File: config.mk
export PLATFORM = sky130hd
export DESIGN_NAME = dhcp_client_lease_engine_top
export DESIGN_NICKNAME = d
export VERILOG_FILES = /design/src/sv/dcle_pkg.sv /design/src/sv/dcle_parser.sv /design/src/sv/dcle_fsm.sv /design/src/sv/dcle_outq.sv /design/src/sv/dhcp_client_lease_engine_top.sv
export SDC_FILE = /design/constraint.sdc
export NUM_CORES = 2
export LEC_CHECK = 0
export BUFFER_PORTS_ARGS = -buffer_cell sky130_fd_sc_hd__buf_2
export CAP_MARGIN = 20
export CORE_AREA = 2 2 392 394
export DETAILED_ROUTE_END_ITERATION = 7
export DIE_AREA = 0 0 394 396
export GPL_ROUTABILITY_DRIVEN = 1
export GPL_TIMING_DRIVEN = 0
export PLACE_DENSITY = 0.72
export SLEW_MARGIN = 20
export SYNTH_ARGS = -nofsm -noshare
export SYNTH_HDL_FRONTEND = slang
export SYNTH_SLANG_ARGS = --single-unit
File: constraint.sdc
create_clock -name clk -period 26.7 [get_ports clk]
set_input_delay 2.67 -clock clk [delete_from_list [all_inputs] [get_ports clk]]
set_output_delay 2.67 -clock clk [all_outputs]
set_load 0.01 [all_outputs]
File: src/sv/dcle_pkg.sv
`default_nettype none
// ---------------------------------------------------------------------------
// dcle_pkg
// Types and constants shared by the DHCP client lease engine.
// ---------------------------------------------------------------------------
package dcle_pkg;

  localparam int TIME_BITS_DEF = 48;
  localparam int OQ_DEPTH      = 4;

  localparam logic [7:0]  HDR_LEN        = 8'd240;
  localparam logic [31:0] MAGIC_COOKIE   = 32'h63825363;
  localparam logic [15:0] RETRY_BASE_RST = 16'd2000;
  localparam logic [16:0] RENEW_CAP_S    = 17'd86400;
  localparam logic [31:0] LEASE_LIMIT_S  = 32'd172800;
  localparam logic [26:0] MS_PER_S       = 27'd1000;
  localparam logic [31:0] DEF_NETMASK    = 32'hFFFFFF00;

  // input modes
  localparam logic [1:0] MODE_START = 2'd0;
  localparam logic [1:0] MODE_TICK  = 2'd1;
  localparam logic [1:0] MODE_BYTE  = 2'd2;

  // result actions
  localparam logic [1:0] ACT_DISCOVER = 2'd0;
  localparam logic [1:0] ACT_REQUEST  = 2'd1;
  localparam logic [1:0] ACT_BOUND    = 2'd2;
  localparam logic [1:0] ACT_RELEASED = 2'd3;

  // configuration register indexes
  localparam logic CFG_MAC   = 1'b0;
  localparam logic CFG_RETRY = 1'b1;

  // message types
  localparam logic [7:0] MSG_OFFER = 8'd2;
  localparam logic [7:0] MSG_ACK   = 8'd5;
  localparam logic [7:0] MSG_NAK   = 8'd6;

  // option codes
  localparam logic [7:0] OPT_PAD    = 8'd0;
  localparam logic [7:0] OPT_MASK   = 8'd1;
  localparam logic [7:0] OPT_ROUTER = 8'd3;
  localparam logic [7:0] OPT_DNS    = 8'd6;
  localparam logic [7:0] OPT_LEASE  = 8'd51;
  localparam logic [7:0] OPT_TYPE   = 8'd53;
  localparam logic [7:0] OPT_SERVER = 8'd54;
  localparam logic [7:0] OPT_END    = 8'd255;

  typedef enum logic [1:0] {
    PH_IDLE, PH_SELECTING, PH_REQUESTING, PH_BOUND
  } phase_t;

  typedef enum logic [1:0] {
    OP_CODE, OP_LEN, OP_VALUE, OP_DONE
  } opt_phase_t;

  typedef struct packed {
    logic [1:0]  mode;
    logic [47:0] now_ms;
    logic [7:0]  rx_byte;
    logic        last_byte;
    logic [31:0] random_xid;
  } in_item_t;

  typedef struct packed {
    logic [1:0]  action;
    logic [31:0] transaction_id;
    logic [31:0] requested_ip;
    logic [31:0] server_ip;
    logic [31:0] leased_address;
    logic [31:0] subnet_mask;
    logic [31:0] gateway_ip;
    logic [31:0] name_server_ip;
    logic        last_result;
  } out_item_t;

  // what the parser hands to the client state machine on a message byte
  typedef struct packed {
    logic        finish;
    logic [7:0]  msg_type;
    logic [31:0] your_addr;
    logic [31:0] server_id;
    logic [31:0] lease_s;
    logic [31:0] netmask;
    logic [31:0] router;
    logic [31:0] name_server;
  } msg_info_t;

endpackage
`default_nettype wire

File: src/sv/dcle_parser.sv
`default_nettype none
// ---------------------------------------------------------------------------
// dcle_parser
// Checks the fixed header and streams the options of a received message.
// ---------------------------------------------------------------------------
module dcle_parser (
  input  wire logic                clk,
  input  wire logic                rst,
  input  wire logic                take,
  input  wire logic [7:0]          rx_byte,
  input  wire logic                last_byte,
  input  wire logic [31:0]         cur_xid,
  input  wire logic [47:0]         mac,
  output dcle_pkg::msg_info_t      info
);

  logic [7:0]  byte_position, byte_position_next;
  logic        header_matches, header_matches_next;
  dcle_pkg::opt_phase_t option_phase, option_phase_next;
  logic [7:0]  option_code_held, option_code_held_next;
  logic [7:0]  option_bytes_left, option_bytes_left_next;
  logic [31:0] option_value_held, option_value_held_next;
  logic [2:0]  option_value_count, option_value_count_next;
  logic [7:0]  seen_type, seen_type_next;
  logic [31:0] seen_mask, seen_mask_next;
  logic [31:0] seen_router, seen_router_next;
  logic [31:0] seen_dns, seen_dns_next;
  logic [31:0] seen_server, seen_server_next;
  logic [31:0] seen_lease, seen_lease_next;
  logic [31:0] seen_your, seen_your_next;

  logic [31:0] xid_sh, magic_sh, type_sh;
  logic [47:0] mac_sh;
  logic [2:0]  mac_k;
  logic [1:0]  type_k;
  logic        mism;

  always_comb begin
    mac_k    = 3'(byte_position - 8'd28);
    xid_sh   = cur_xid >> {~byte_position[1:0], 3'b000};
    magic_sh = dcle_pkg::MAGIC_COOKIE >> {~byte_position[1:0], 3'b000};
    mac_sh   = mac >> {3'(3'd5 - mac_k), 3'b000};
  end

  always_comb begin
    byte_position_next      = byte_position;
    header_matches_next     = header_matches;
    option_phase_next       = option_phase;
    option_code_held_next   = option_code_held;
    option_bytes_left_next  = option_bytes_left;
    option_value_held_next  = option_value_held;
    option_value_count_next = option_value_count;
    seen_type_next          = seen_type;
    seen_mask_next          = seen_mask;
    seen_router_next        = seen_router;
    seen_dns_next           = seen_dns;
    seen_server_next        = seen_server;
    seen_lease_next         = seen_lease;
    seen_your_next          = seen_your;
    mism                    = 1'b0;
    type_k                  = 2'(option_value_count - 3'd1);
    type_sh                 = '0;

    if (byte_position < dcle_pkg::HDR_LEN) begin
      byte_position_next = byte_position + 8'd1;
      if (byte_position == 8'd0) begin
        mism = (rx_byte != 8'd2);
      end else if (byte_position >= 8'd4 && byte_position < 8'd8) begin
        mism = (rx_byte != xid_sh[7:0]);
      end else if (byte_position >= 8'd16 && byte_position < 8'd20) begin
        seen_your_next = {seen_your[23:0], rx_byte};
      end else if (byte_position >= 8'd28 && byte_position < 8'd34) begin
        mism = (rx_byte != mac_sh[7:0]);
      end else if (byte_position >= 8'd236) begin
        mism = (rx_byte != magic_sh[7:0]);
      end
      if (mism) header_matches_next = 1'b0;
    end else begin
      case (option_phase)
        dcle_pkg::OP_CODE: begin
          if (rx_byte == dcle_pkg::OPT_END) begin
            option_phase_next = dcle_pkg::OP_DONE;
          end else if (rx_byte != dcle_pkg::OPT_PAD) begin
            option_code_held_next = rx_byte;
            option_phase_next     = dcle_pkg::OP_LEN;
          end
        end
        dcle_pkg::OP_LEN: begin
          option_bytes_left_next  = rx_byte;
          option_value_held_next  = '0;
          option_value_count_next = '0;
          option_phase_next = (rx_byte == 8'd0) ? dcle_pkg::OP_CODE : dcle_pkg::OP_VALUE;
        end
        dcle_pkg::OP_VALUE: begin
          if (option_value_count < 3'd4) begin
            option_value_held_next  = {option_value_held[23:0], rx_byte};
            option_value_count_next = option_value_count + 3'd1;
          end
          option_bytes_left_next = option_bytes_left - 8'd1;
          if (option_bytes_left_next == 8'd0) begin
            option_phase_next = dcle_pkg::OP_CODE;
            if (option_code_held == dcle_pkg::OPT_TYPE) begin
              // first value byte is the type
              type_k  = 2'(option_value_count_next - 3'd1);
              type_sh = option_value_held_next >> {type_k, 3'b000};
              seen_type_next = type_sh[7:0];
            end else if (option_value_count_next >= 3'd4) begin
              case (option_code_held)
                dcle_pkg::OPT_MASK:   seen_mask_next   = option_value_held_next;
                dcle_pkg::OPT_ROUTER: seen_router_next = option_value_held_next;
                dcle_pkg::OPT_DNS:    seen_dns_next    = option_value_held_next;
                dcle_pkg::OPT_SERVER: seen_server_next = option_value_held_next;
                dcle_pkg::OPT_LEASE:  seen_lease_next  = option_value_held_next;
                default: ;
              endcase
            end
          end
        end
        default: ;
      endcase
    end

    info.finish      = last_byte && (byte_position >= 8'(dcle_pkg::HDR_LEN - 8'd1))
                       && header_matches_next;
    info.msg_type    = seen_type_next;
    info.your_addr   = seen_your_next;
    info.server_id   = seen_server_next;
    info.lease_s     = seen_lease_next;
    info.netmask     = seen_mask_next;
    info.router      = seen_router_next;
    info.name_server = seen_dns_next;

    if (last_byte) begin
      byte_position_next      = '0;
      header_matches_next     = 1'b1;
      option_phase_next       = dcle_pkg::OP_CODE;
      option_code_held_next   = '0;
      option_bytes_left_next  = '0;
      option_value_held_next  = '0;
      option_value_count_next = '0;
      seen_type_next          = '0;
      seen_mask_next          = '0;
      seen_router_next        = '0;
      seen_dns_next           = '0;
      seen_server_next        = '0;
      seen_lease_next         = '0;
      seen_your_next          = '0;
    end
  end

  always_ff @(posedge clk) begin
    if (rst) begin
      byte_position      <= '0;
      header_matches     <= 1'b1;
      option_phase       <= dcle_pkg::OP_CODE;
      option_code_held   <= '0;
      option_bytes_left  <= '0;
      option_value_held  <= '0;
      option_value_count <= '0;
      seen_type          <= '0;
      seen_mask          <= '0;
      seen_router        <= '0;
      seen_dns           <= '0;
      seen_server        <= '0;
      seen_lease         <= '0;
      seen_your          <= '0;
    end else if (take) begin
      byte_position      <= byte_position_next;
      header_matches     <= header_matches_next;
      option_phase       <= option_phase_next;
      option_code_held   <= option_code_held_next;
      option_bytes_left  <= option_bytes_left_next;
      option_value_held  <= option_value_held_next;
      option_value_count <= option_value_count_next;
      seen_type          <= seen_type_next;
      seen_mask          <= seen_mask_next;
      seen_router        <= seen_router_next;
      seen_dns           <= seen_dns_next;
      seen_server        <= seen_server_next;
      seen_lease         <= seen_lease_next;
      seen_your          <= seen_your_next;
    end
  end

endmodule
`default_nettype wire

File: src/sv/dcle_fsm.sv
`default_nettype none
// ---------------------------------------------------------------------------
// dcle_fsm
// Client phase, retransmission and renewal timers, result generation.
// ---------------------------------------------------------------------------
module dcle_fsm #(
  parameter int TIME_BITS = dcle_pkg::TIME_BITS_DEF
) (
  input  wire logic                clk,
  input  wire logic                rst,
  input  wire logic                take,
  input  wire dcle_pkg::in_item_t  item,
  input  wire dcle_pkg::msg_info_t info,
  input  wire logic [15:0]         retry_base,
  output logic [31:0]              cur_xid,
  output dcle_pkg::phase_t         phase,
  output dcle_pkg::out_item_t      res0,
  output dcle_pkg::out_item_t      res1,
  output logic [1:0]               n_res
);

  dcle_pkg::phase_t     phase_next;
  logic [31:0]          xid_next, offered, offered_next, server, server_next;
  logic [TIME_BITS-1:0] send_due, send_due_next, renew, renew_next;
  logic [2:0]           retry_count, retry_count_next, rc_inc;
  logic [63:0]          now_w;
  logic [TIME_BITS-1:0] now_t, sum_base, sum_backoff;
  logic [1:0]           shamt;
  logic [18:0]          base_sh;
  logic [16:0]          secs;
  logic [26:0]          lease_ms;
  logic                 restart;

  always_comb begin
    now_w       = {16'b0, item.now_ms};
    now_t       = now_w[TIME_BITS-1:0];
    sum_base    = now_t + TIME_BITS'(retry_base);
    rc_inc      = (retry_count < 3'd4) ? retry_count + 3'd1 : retry_count;
    shamt       = (rc_inc >= 3'd3) ? 2'd3 : rc_inc[1:0];
    base_sh     = {3'b000, retry_base} << shamt;
    sum_backoff = now_t + TIME_BITS'(base_sh);
    if (info.lease_s != 32'd0 && info.lease_s < dcle_pkg::LEASE_LIMIT_S)
      secs = 17'(info.lease_s >> 1);
    else
      secs = dcle_pkg::RENEW_CAP_S;
    if (secs == 17'd0) secs = 17'd1;
    lease_ms = 27'(secs) * dcle_pkg::MS_PER_S;
  end

  always_comb begin
    phase_next       = phase;
    xid_next         = cur_xid;
    offered_next     = offered;
    server_next      = server;
    send_due_next    = send_due;
    renew_next       = renew;
    retry_count_next = retry_count;
    restart          = 1'b0;
    n_res            = 2'd0;
    res0             = '0;
    res1             = '0;

    case (item.mode)
      dcle_pkg::MODE_START: restart = 1'b1;
      dcle_pkg::MODE_TICK: begin
        if (phase == dcle_pkg::PH_BOUND) begin
          if (now_t >= renew) begin
            phase_next       = dcle_pkg::PH_REQUESTING;
            retry_count_next = '0;
            send_due_next    = sum_base;
            res0.action         = dcle_pkg::ACT_REQUEST;
            res0.transaction_id = cur_xid;
            res0.requested_ip   = offered;
            res0.server_ip      = server;
            n_res               = 2'd1;
          end
        end else if (phase != dcle_pkg::PH_IDLE && now_t >= send_due) begin
          retry_count_next = rc_inc;
          send_due_next    = sum_backoff;
          if (phase == dcle_pkg::PH_REQUESTING && rc_inc > 3'd3) begin
            restart = 1'b1;
          end else if (phase == dcle_pkg::PH_REQUESTING) begin
            res0.action         = dcle_pkg::ACT_REQUEST;
            res0.transaction_id = cur_xid;
            res0.requested_ip   = offered;
            res0.server_ip      = server;
            n_res               = 2'd1;
          end else begin
            res0.action         = dcle_pkg::ACT_DISCOVER;
            res0.transaction_id = cur_xid;
            n_res               = 2'd1;
          end
        end
      end
      dcle_pkg::MODE_BYTE: begin
        if (info.finish && phase != dcle_pkg::PH_IDLE) begin
          if (info.msg_type == dcle_pkg::MSG_OFFER && phase == dcle_pkg::PH_SELECTING) begin
            offered_next     = info.your_addr;
            server_next      = info.server_id;
            phase_next       = dcle_pkg::PH_REQUESTING;
            retry_count_next = '0;
            send_due_next    = sum_base;
            res0.action         = dcle_pkg::ACT_REQUEST;
            res0.transaction_id = cur_xid;
            res0.requested_ip   = info.your_addr;
            res0.server_ip      = info.server_id;
            n_res               = 2'd1;
          end else if (info.msg_type == dcle_pkg::MSG_ACK
                       && phase == dcle_pkg::PH_REQUESTING) begin
            phase_next = dcle_pkg::PH_BOUND;
            renew_next = now_t + TIME_BITS'(lease_ms);
            res0.action         = dcle_pkg::ACT_BOUND;
            res0.leased_address = info.your_addr;
            res0.subnet_mask    = (info.netmask != 32'd0) ? info.netmask
                                                          : dcle_pkg::DEF_NETMASK;
            res0.gateway_ip     = info.router;
            res0.name_server_ip = info.name_server;
            n_res               = 2'd1;
          end else if (info.msg_type == dcle_pkg::MSG_NAK) begin
            res0.action = dcle_pkg::ACT_RELEASED;
            n_res       = 2'd1;
            restart     = 1'b1;
          end
        end
      end
      default: ;
    endcase

    if (restart) begin
      xid_next         = item.random_xid;
      phase_next       = dcle_pkg::PH_SELECTING;
      retry_count_next = '0;
      send_due_next    = sum_base;
      // a nak puts the discover behind the release
      if (n_res == 2'd1) begin
        res1.action         = dcle_pkg::ACT_DISCOVER;
        res1.transaction_id = item.random_xid;
        n_res               = 2'd2;
      end else begin
        res0.action         = dcle_pkg::ACT_DISCOVER;
        res0.transaction_id = item.random_xid;
        n_res               = 2'd1;
      end
    end

    res0.last_result = (n_res == 2'd1);
    res1.last_result = (n_res == 2'd2);
  end

  always_ff @(posedge clk) begin
    if (rst) begin
      phase       <= dcle_pkg::PH_IDLE;
      cur_xid     <= '0;
      offered     <= '0;
      server      <= '0;
      send_due    <= '0;
      renew       <= '0;
      retry_count <= '0;
    end else if (take) begin
      phase       <= phase_next;
      cur_xid     <= xid_next;
      offered     <= offered_next;
      server      <= server_next;
      send_due    <= send_due_next;
      renew       <= renew_next;
      retry_count <= retry_count_next;
    end
  end

endmodule
`default_nettype wire

File: src/sv/dcle_outq.sv
`default_nettype none
// ---------------------------------------------------------------------------
// dcle_outq
// Small result queue: up to two pushes a cycle, one pop while not stalled.
// ---------------------------------------------------------------------------
module dcle_outq #(
  parameter int DEPTH = dcle_pkg::OQ_DEPTH
) (
  input  wire logic                clk,
  input  wire logic                rst,
  input  wire logic [1:0]          push,
  input  wire dcle_pkg::out_item_t d0,
  input  wire dcle_pkg::out_item_t d1,
  output logic                     nearly_full,
  output logic [$clog2(DEPTH):0]   level,
  output logic                     out_valid,
  input  wire logic                out_stall,
  output dcle_pkg::out_item_t      out_data
);

  localparam int AW = $clog2(DEPTH);

  dcle_pkg::out_item_t mem [DEPTH];
  logic [AW-1:0] wptr, rptr;
  logic          pop;

  assign pop         = out_valid && !out_stall;
  assign out_valid   = (level != '0);
  assign out_data    = mem[rptr];
  assign nearly_full = (level > (AW+1)'(DEPTH - 2));

  always_ff @(posedge clk) begin
    if (push != 2'd0) mem[wptr] <= d0;
    if (push == 2'd2) mem[AW'(wptr + AW'(1))] <= d1;
  end

  always_ff @(posedge clk) begin
    if (rst) begin
      wptr  <= '0;
      rptr  <= '0;
      level <= '0;
    end else begin
      wptr  <= AW'(wptr + AW'(push));
      rptr  <= AW'(rptr + AW'(pop));
      level <= level + (AW+1)'(push) - (AW+1)'(pop);
    end
  end

endmodule
`default_nettype wire

File: src/sv/dhcp_client_lease_engine_top.sv
`default_nettype none
// ---------------------------------------------------------------------------
// dhcp_client_lease_engine_top
// DHCP client for one interface: header check, option parse, lease phases.
// ---------------------------------------------------------------------------
// Results enter the result queue as their item is taken and leave in order.
// Throughput: one item per cycle; a nak gives two results, which leave the
// four-entry result queue one per cycle unless out_stall is set; input
// stalls with under two free. Reset (synchronous, rst high): client idle,
// parser cleared, queue empty, retry base 2000 ms, hardware address zero.
module dhcp_client_lease_engine_top #(
  parameter int TIME_BITS = dcle_pkg::TIME_BITS_DEF
) (
  input  wire logic                clk,
  input  wire logic                rst,
  input  wire logic                cfg_we,
  input  wire logic                cfg_index,
  input  wire logic [47:0]         cfg_wdata,
  input  wire logic                in_valid,
  output logic                     in_stall,
  input  wire dcle_pkg::in_item_t  in_data,
  output logic                     out_valid,
  input  wire logic                out_stall,
  output dcle_pkg::out_item_t      out_data
);

  localparam int QW = $clog2(dcle_pkg::OQ_DEPTH) + 1;

  logic [47:0]          mac_address;
  logic [15:0]          retry_base_ms;
  logic                 accept;
  logic [31:0]          cur_xid;
  dcle_pkg::msg_info_t  info;
  dcle_pkg::phase_t     phase;
  dcle_pkg::out_item_t  res0, res1;
  logic [1:0]           n_res, push;
  logic [QW-1:0]        level;

  assign accept = in_valid && !in_stall;
  assign push   = accept ? n_res : 2'd0;

  always_ff @(posedge clk) begin
    if (rst) begin
      mac_address   <= '0;
      retry_base_ms <= dcle_pkg::RETRY_BASE_RST;
    end else if (cfg_we) begin
      case (cfg_index)
        dcle_pkg::CFG_MAC:   mac_address   <= cfg_wdata;
        dcle_pkg::CFG_RETRY: retry_base_ms <= cfg_wdata[15:0];
        default: ;
      endcase
    end
  end

  dcle_parser u_parser (
    .clk       (clk),
    .rst       (rst),
    .take      (accept && in_data.mode == dcle_pkg::MODE_BYTE),
    .rx_byte   (in_data.rx_byte),
    .last_byte (in_data.last_byte),
    .cur_xid   (cur_xid),
    .mac       (mac_address),
    .info      (info)
  );

  dcle_fsm #(.TIME_BITS(TIME_BITS)) u_fsm (
    .clk        (clk),
    .rst        (rst),
    .take       (accept),
    .item       (in_data),
    .info       (info),
    .retry_base (retry_base_ms),
    .cur_xid    (cur_xid),
    .phase      (phase),
    .res0       (res0),
    .res1       (res1),
    .n_res      (n_res)
  );

  dcle_outq #(.DEPTH(dcle_pkg::OQ_DEPTH)) u_outq (
    .clk         (clk),
    .rst         (rst),
    .push        (push),
    .d0          (res0),
    .d1          (res1),
    .nearly_full (in_stall),
    .level       (level),
    .out_valid   (out_valid),
    .out_stall   (out_stall),
    .out_data    (out_data)
  );

  a_start_gives_result: assert property (@(posedge clk) disable iff (rst)
    accept && in_data.mode == dcle_pkg::MODE_START |=> out_valid)
    else $error("start transaction produced no result");

  a_start_selects: assert property (@(posedge clk) disable iff (rst)
    accept && in_data.mode == dcle_pkg::MODE_START |=> phase == dcle_pkg::PH_SELECTING)
    else $error("client not selecting after start");

  a_queue_bound: assert property (@(posedge clk) disable iff (rst)
    level <= QW'(dcle_pkg::OQ_DEPTH))
    else $error("result queue overflow");

endmodule
`default_nettype wire

# After elaboration in Yosys (flattened, before gate mapping)
# Memories as Yosys holds them, arrays and structs flattened. A register that Yosys moved wholly into a read port is not among the register bits.
# Cells that the tools add are included.
[totals]
reg_bits = 530
ramBits = 908
input_bits = 145
word_cells = 303
mem_count = 1
[mem_list]
columns = ["memory", "depth", "word_bits", "rd", "rd_ports_with_merged_regs", "write_ports", "line", "rtl"]
rows = [
  ["u_outq.mem", 4, 227, 1, 1, 2, "dcle_outq.sv:23", "dcle_pkg::out_item_t mem [DEPTH];"],
]
[op_classes]
n_addsub = 15
multipliers = 1
order_cmp = 18
eq_ne = 36
shift = 5
n_mux = 153
bitwise = 3
n_reduce_logical = 45
[ops]
columns = ["cell", "count"]
rows = [
  ["$mux 32", 47],
  ["$mux 128", 3],
  ["$mux 98", 3],
  ["$mux 48", 6],
  ["$mux 226", 1],
  ["$pmux 98 s2", 1],
  ["$mux 8", 14],
  ["$mux 34", 3],
  ["$mux 97", 1],
  ["$ge 48x48->1", 2],
  ["$mux 96", 1],
  ["$pmux 48 s2", 1],
  ["$mux 64", 1],
  ["$pmux 32 s2", 1],
  ["$reduce_bool 32->1", 2],
  ["$shr 32x5->8", 2],
  ["$mux 2", 25],
  ["$add 48x16->48", 1],
  ["$add 48x19->48", 1],
  ["$add 48x27->48", 1],
  ["$shr 48x6->8", 1],
  ["$mux 3", 12],
  ["$mux 17", 2],
  ["$mux 33", 1],
  ["other kinds (63)", 143],
]

# Longest topological paths before layout
[logic_depth]
depth_word = 23
ltp_mapped = 43

# Hierarchy
# A second synthesis with hierarchy kept.
[hier_totals]
cells_unflattened = 6880
hier_area_um2 = 82688.1
[modules_own_cells]
columns = ["module", "instances", "cells_each", "area_each_um2"]
rows = [
  ["dcle_outq", 1, 2243, 45068.2],
  ["dcle_fsm", 1, 2707, 20666.1],
  ["dcle_parser", 1, 1657, 14148.6],
  ["dhcp_client_lease_engine_top", 1, 273, 2805.2],
]

# Worst setup path after synthesis
# Ideal clock, no wire load.
[synth_path]
path_kind = "in2reg"
start = "input in_data[40] (netlist name)"
end = "register u_fsm.renew[36]"
t_arrival_ps = 11365
required_ps = 26614
slack_ps = 15250
path_stages = 37
n_path_buf = 3
cell_sequence = "clkbuf_1 mux2_2 nor4_1 nand4_1 nor4_1 mux2i_1 nor2b_1 a211oi_1 a21oi_1 o31a_1 clkbuf_1 o211ai_1 fa_1 fa_1 fa_1 fa_1 inv_1 ha_1 nand2_1 o21ai_0 o41ai_1 o21ai_0 o41a_1 a41o_1 or4_1 a31o_2 a21oi_1 xnor2_1 ha_1 and3_1 nand2_1 o21ai_0 a22o_1 clkbuf_1 nand2_1 xor2_1 a211oi_1"
[synth_via]
elab_chain_cells = 16
elab_cells_between_ends = 42
cone_classes = "add/sub: 1; mul: 1; order compare: 1; eq/ne: 6; shift: 1; mux: 23; bitwise: 1; reduce/logical: 8"
[synth_lines]
columns = ["element", "line", "rtl"]
rows = [
  ["from (decl)", "dhcp_client_lease_engine_top.sv:21", "input wire dcle_pkg::in_item_t in_data,"],
  ["$mux 32", "dcle_parser.sv:95", "if (option_value_count < 3'd4) begin"],
  ["$mux 32", "dcle_parser.sv:79", "case (option_phase)"],
  ["$mux 32", "dcle_parser.sv:64", "if (byte_position < dcle_pkg::HDR_LEN) begin"],
  ["$mux 32", "dcle_parser.sv:108", "case (option_code_held)"],
  ["$mux 32", "dcle_parser.sv:107", "end else if (option_value_count_next >= 3'd4) begin"],
  ["$mux 32", "dcle_parser.sv:102", "if (option_code_held == dcle_pkg::OPT_TYPE) begin"],
  ["$mux 32", "dcle_parser.sv:100", "if (option_bytes_left_next == 8'd0) begin"],
  ["$mux 32", "dcle_parser.sv:79", ""],
  ["$mux 32", "dcle_parser.sv:64", ""],
  ["$lt 32x18->1 or $reduce_bool 32->1 (tied branches)", "dcle_fsm.sv:42", "if (info.lease_s != 32'd0 && info.lease_s < dcle_pkg::LEASE_LIMIT_S)"],
  ["$logic_and 1x1->1", "dcle_fsm.sv:42", ""],
  ["$mux 17", "dcle_fsm.sv:42", ""],
  ["$logic_not 17->1", "dcle_fsm.sv:46", "if (secs == 17'd0) secs = 17'd1;"],
  ["$mux 17", "dcle_fsm.sv:46", ""],
  ["$mul 17x7->24", "dcle_fsm.sv:47", "lease_ms = 27'(secs) * dcle_pkg::MS_PER_S;"],
  ["$add 48x27->48", "dcle_fsm.sv:111", "renew_next = now_t + TIME_BITS'(lease_ms);"],
  ["to (signal assigned)", "dcle_fsm.sv:165", "renew <= renew_next;"],
  ["to (decl)", "dcle_fsm.sv:24", "logic [TIME_BITS-1:0] send_due, send_due_next, renew, renew_next;"],
]
# Parallel ways exist; a longest one is shown, timed or not. The select of a mux whose other input is x is not followed.
# A chain may end at the register's enable or synchronous reset.

# Final worst setup path
[layout_path]
start = "input in_data[34] (netlist name)"
end = "register u_fsm.renew[44]"
# Same word-level chain as after synthesis.

==> flow_summary.ini <==
[status]
run_status = complete, but fails checks
violations = DRC

[detailed_routing]
wl_per_cell_um = 24.0
vias_per_cell = 6.05
drt_iter0_drc = 6843
drc = 2
wl_met1_um = 93700
wl_met3_um = 22800
vias = 59555
drt-total-wl_um = 236000
top_layer = met5
postRouteAntennaNets = 0
met2_length_um = 107000
drt_pass1_iterations = 8

[clock_tree]
ctsRootBufferMaster = clkbuf_16
hold_buffers = 0
cts.path.max_buffers = 3
h-tree-depth = 4
cts.repair.resized = 0
clk_latency_ns = 0.82
cts_tree = yes
post_cts_buffers = 0
path_clk_slew_ns = 0.06
cts_made_buffers = 149
cts.sinks = 1438

[min_path]
hold_end = u_outq.mem[2][9]$_SDFFE_PP0P_
hold_path_class = flop to flop
min_path_cells = 2
hold_start = u_outq.mem[2][9]$_SDFFE_PP0P_

[sta]
min_period_over_period_pct = 49.7
tightestPinTransition_ns = 1.27
finClkSkew_ns = 0.0805
rsz0062_at_grt = false
slew_viol_final = 0
fin_tns_setup_ns = 0
fmax_ghz = 0.0753
setup_viol = 0
period_needed_ns = 13.28
finalHoldViolations = 0
max-slew-margin-rel_pct = 15.6

[worst_setup_path]
rr_startpoint = u_parser.option_value_count[2]$_SDFFE_PP0P_
cpPeakStageDelay_ns = 0.94
critical_path_class = input pin to flop
ff2ff_setup_slack_ns = 13.76
rr_worst_depth = 42
reg2reg_to = u_fsm.renew[44]$_SDFFE_PP0P_
start_kind = input pin
crit_required_ns = 27.42
cp_max_fo = 10
crit_arrival_ns = 14.00
worst_path_max_delay_cell = a21oi_1
cp-end-kind = flop
crit_top_cell = fa_1

[logic_synthesis]
ys_warn_count = 0
synth.most_common_cell = dfxtp_1
yosysTopAreaCell = dfxtp_1
synth_ff_type = dfxtp_1
synth_edf_count = 132
synthCells = 7152
synth_common_cells = dfxtp_1, nand2_1, o21ai_0
mappedNetlistNets = 7592
synth_cell_types = 86
ys_seq_area_share_pct = 44.3
ys_seq_elements = 1438
synthArstFlopShare_pct = 0
synthTopCellsByArea = dfxtp_1, mux4_2, nand2_1
postSynthAreaPerCell_um2 = 9.51
synth_area_mm2 = 0.0680
synth_top_area_share_pct = 38.5

[power_and_ir_drop]
total_power_mw = 5.06
powerDensity_mw_per_mm2 = 65.0
p_leak_nw = 28.5
peakVddDrop_mv = 0.0545

[die]
pin_count = 374
rows = 143
die_area_mm2 = 0.156
core_area_mm2 = 0.152
die-width_um = 394
start_util_pct = 44.9
die-height_um = 396

[final_layout]
nFillCells = 13759
drive_gt1_share_pct = 13.4
area_growth_pct = 14.4
final_nets = 8119

[placed_design]
dp_hpwl_um = 171000
finalWeightedCongestion = 0.987
io_buffers = 370

[global_route]
grt_start_max_net_pins = 26
grt_overflow = 0
track_usage_pct = 29.2
grt_first_pass_wirelength_um = 350000
grt_pass1_vias = 56897
antenna_found_initial = 33

[run]
cap_violations = 0
==> worst max path at each step <==
stage | startpoint | endpoint | slack (ns) | cells past startpoint
5_1_grt | in_data[34] | u_fsm.renew[44]$_SDFFE_PP0P_ | 12.85 | 38
3_5_place_dp | in_data[34] | u_fsm.renew[37]$_SDFFE_PP0P_ | 12.83 | 36
3_3_place_gp | in_data[37] | u_fsm.renew[37]$_SDFFE_PP0P_ | 12.90 | 35
4_1_cts | in_data[34] | u_fsm.renew[44]$_SDFFE_PP0P_ | 13.64 | 38
2_1_floorplan | in_data[40] | u_fsm.renew[36]$_SDFFE_PP0P_ | 15.25 | 37
6_report | in_data[34] | u_fsm.renew[44]$_SDFFE_PP0P_ | 13.42 | 38
==> logic make-up after synthesis <==
logic type / after synthesis / share of synthesized area [%]
multiplexers: 459 / 11.3
other: 1 / 0.00552
flip-flops: 1438 / 44.3
XOR/XNOR: 142 / 1.83
buffers and inverters: 767 / 4.40
AND/OR/NAND/NOR: 2094 / 13.0
AO/OA/AOI/OAI: 1956 / 19.1
adder cells (fa/ha/maj): 295 / 6.11
==> cell type report <==
type | instances | area (um2) | area share, %
clock buffers | 213 | 4340 | 5.58
diodes | 15 | 37.5 | 0.0482
flip-flops and latches | 1438 | 30100 | 38.7
well taps | 2030 | 2540 | 3.26
repair buffers | 376 | 1970 | 2.53
inverters | 234 | 878 | 1.13
clock inverters | 56 | 821 | 1.06
multi-input cells | 4947 | 35000 | 45.0
plain buffers | 533 | 2130 | 2.74
==> per-stage QoR <==
step | utilization [%] | hold slack, ns | cells | cell area, um2 | setup slack (ns)
finish | 51.3 | 0.447 | 9842 | 77800 | 13.42
global route | 51.3 | 0.465 | 9836 | 77800 | 12.85
CTS | 51.3 | 0.449 | 9827 | 77800 | 13.64
detailed placement | 47.9 | 0.438 | 9558 | 72600 | 12.83
global placement | 47.8 | 0.428 | 9552 | 72400 | 12.90
floorplan | - | 0.420 | 7152 | 68000 | 15.25
==> registers in the layout (all words and copies together), names as in the netlist, 32 cells and up <==
| name | count |
|---|---|
| u_fsm.send_due | 48 |
| u_fsm.renew | 48 |
| u_parser.seen_server | 32 |
| mac_address | 48 |
| u_parser.option_value_held | 32 |
| u_fsm.offered | 32 |
| u_outq.mem | 908 |
| u_fsm.server | 32 |
| u_fsm.cur_xid | 32 |
| u_parser.seen_mask | 32 |
| u_parser.seen_router | 32 |
| u_parser.seen_dns | 32 |
| u_parser.seen_lease | 32 |
| u_parser.seen_your | 32 |
==> layer usage <==
| metal | up-vias | GRT usage (%) |
|---|---|---|
| met4 | 32 | 15.2 |
| met1 | 29004 | 37.6 |
| li1 | 26819 | - |
| met5 | - | 0 |
| met3 | 632 | 6.76 |
| met2 | 3068 | 45.6 |
==> layout by cell type (no fill, tap or decap), types with 46 or more instances in the layout <==
cell	synthesis	final
fa_1	62	62
nand4_1	50	50
mux2_2	47	47
nand2_1	1094	1094
inv_1	231	227
mux4_2	244	244
clkbuf_1	409	425
dfxtp_1	1306	1306
a21oi_1	306	306
clkbuf_16	0	152
nor2_1	596	595
nor3_1	91	91
xnor2_1	96	96
a211oi_1	107	107
xor2_1	46	46
o21ai_0	628	628
a22o_1	297	297
mux2i_1	168	147
o21ai_1	88	88
buf_1	57	56
ha_1	233	233
a32o_1	128	128
a22oi_1	178	178
buf_2	60	430
edfxtp_1	132	132
==> power breakdown <==
group,internal (mW),switching [mW]
Clock,1.23,0.943
Combinational,0.251,0.418
Sequential,2.20,0.0188
==> critical path: cells and delay by family <==
| kind | cells | cell delay, ns |
|---|---|---|
| mux | 1 | 0.21 |
| simple gates | 9 | 2.00 |
| xor+xnor | 2 | 0.29 |
| compound gates | 15 | 4.81 |
| buf+inv | 5 | 1.26 |
| fa+ha+maj | 6 | 2.73 |
No activity file was read; power rests on OpenSTA's default activity.
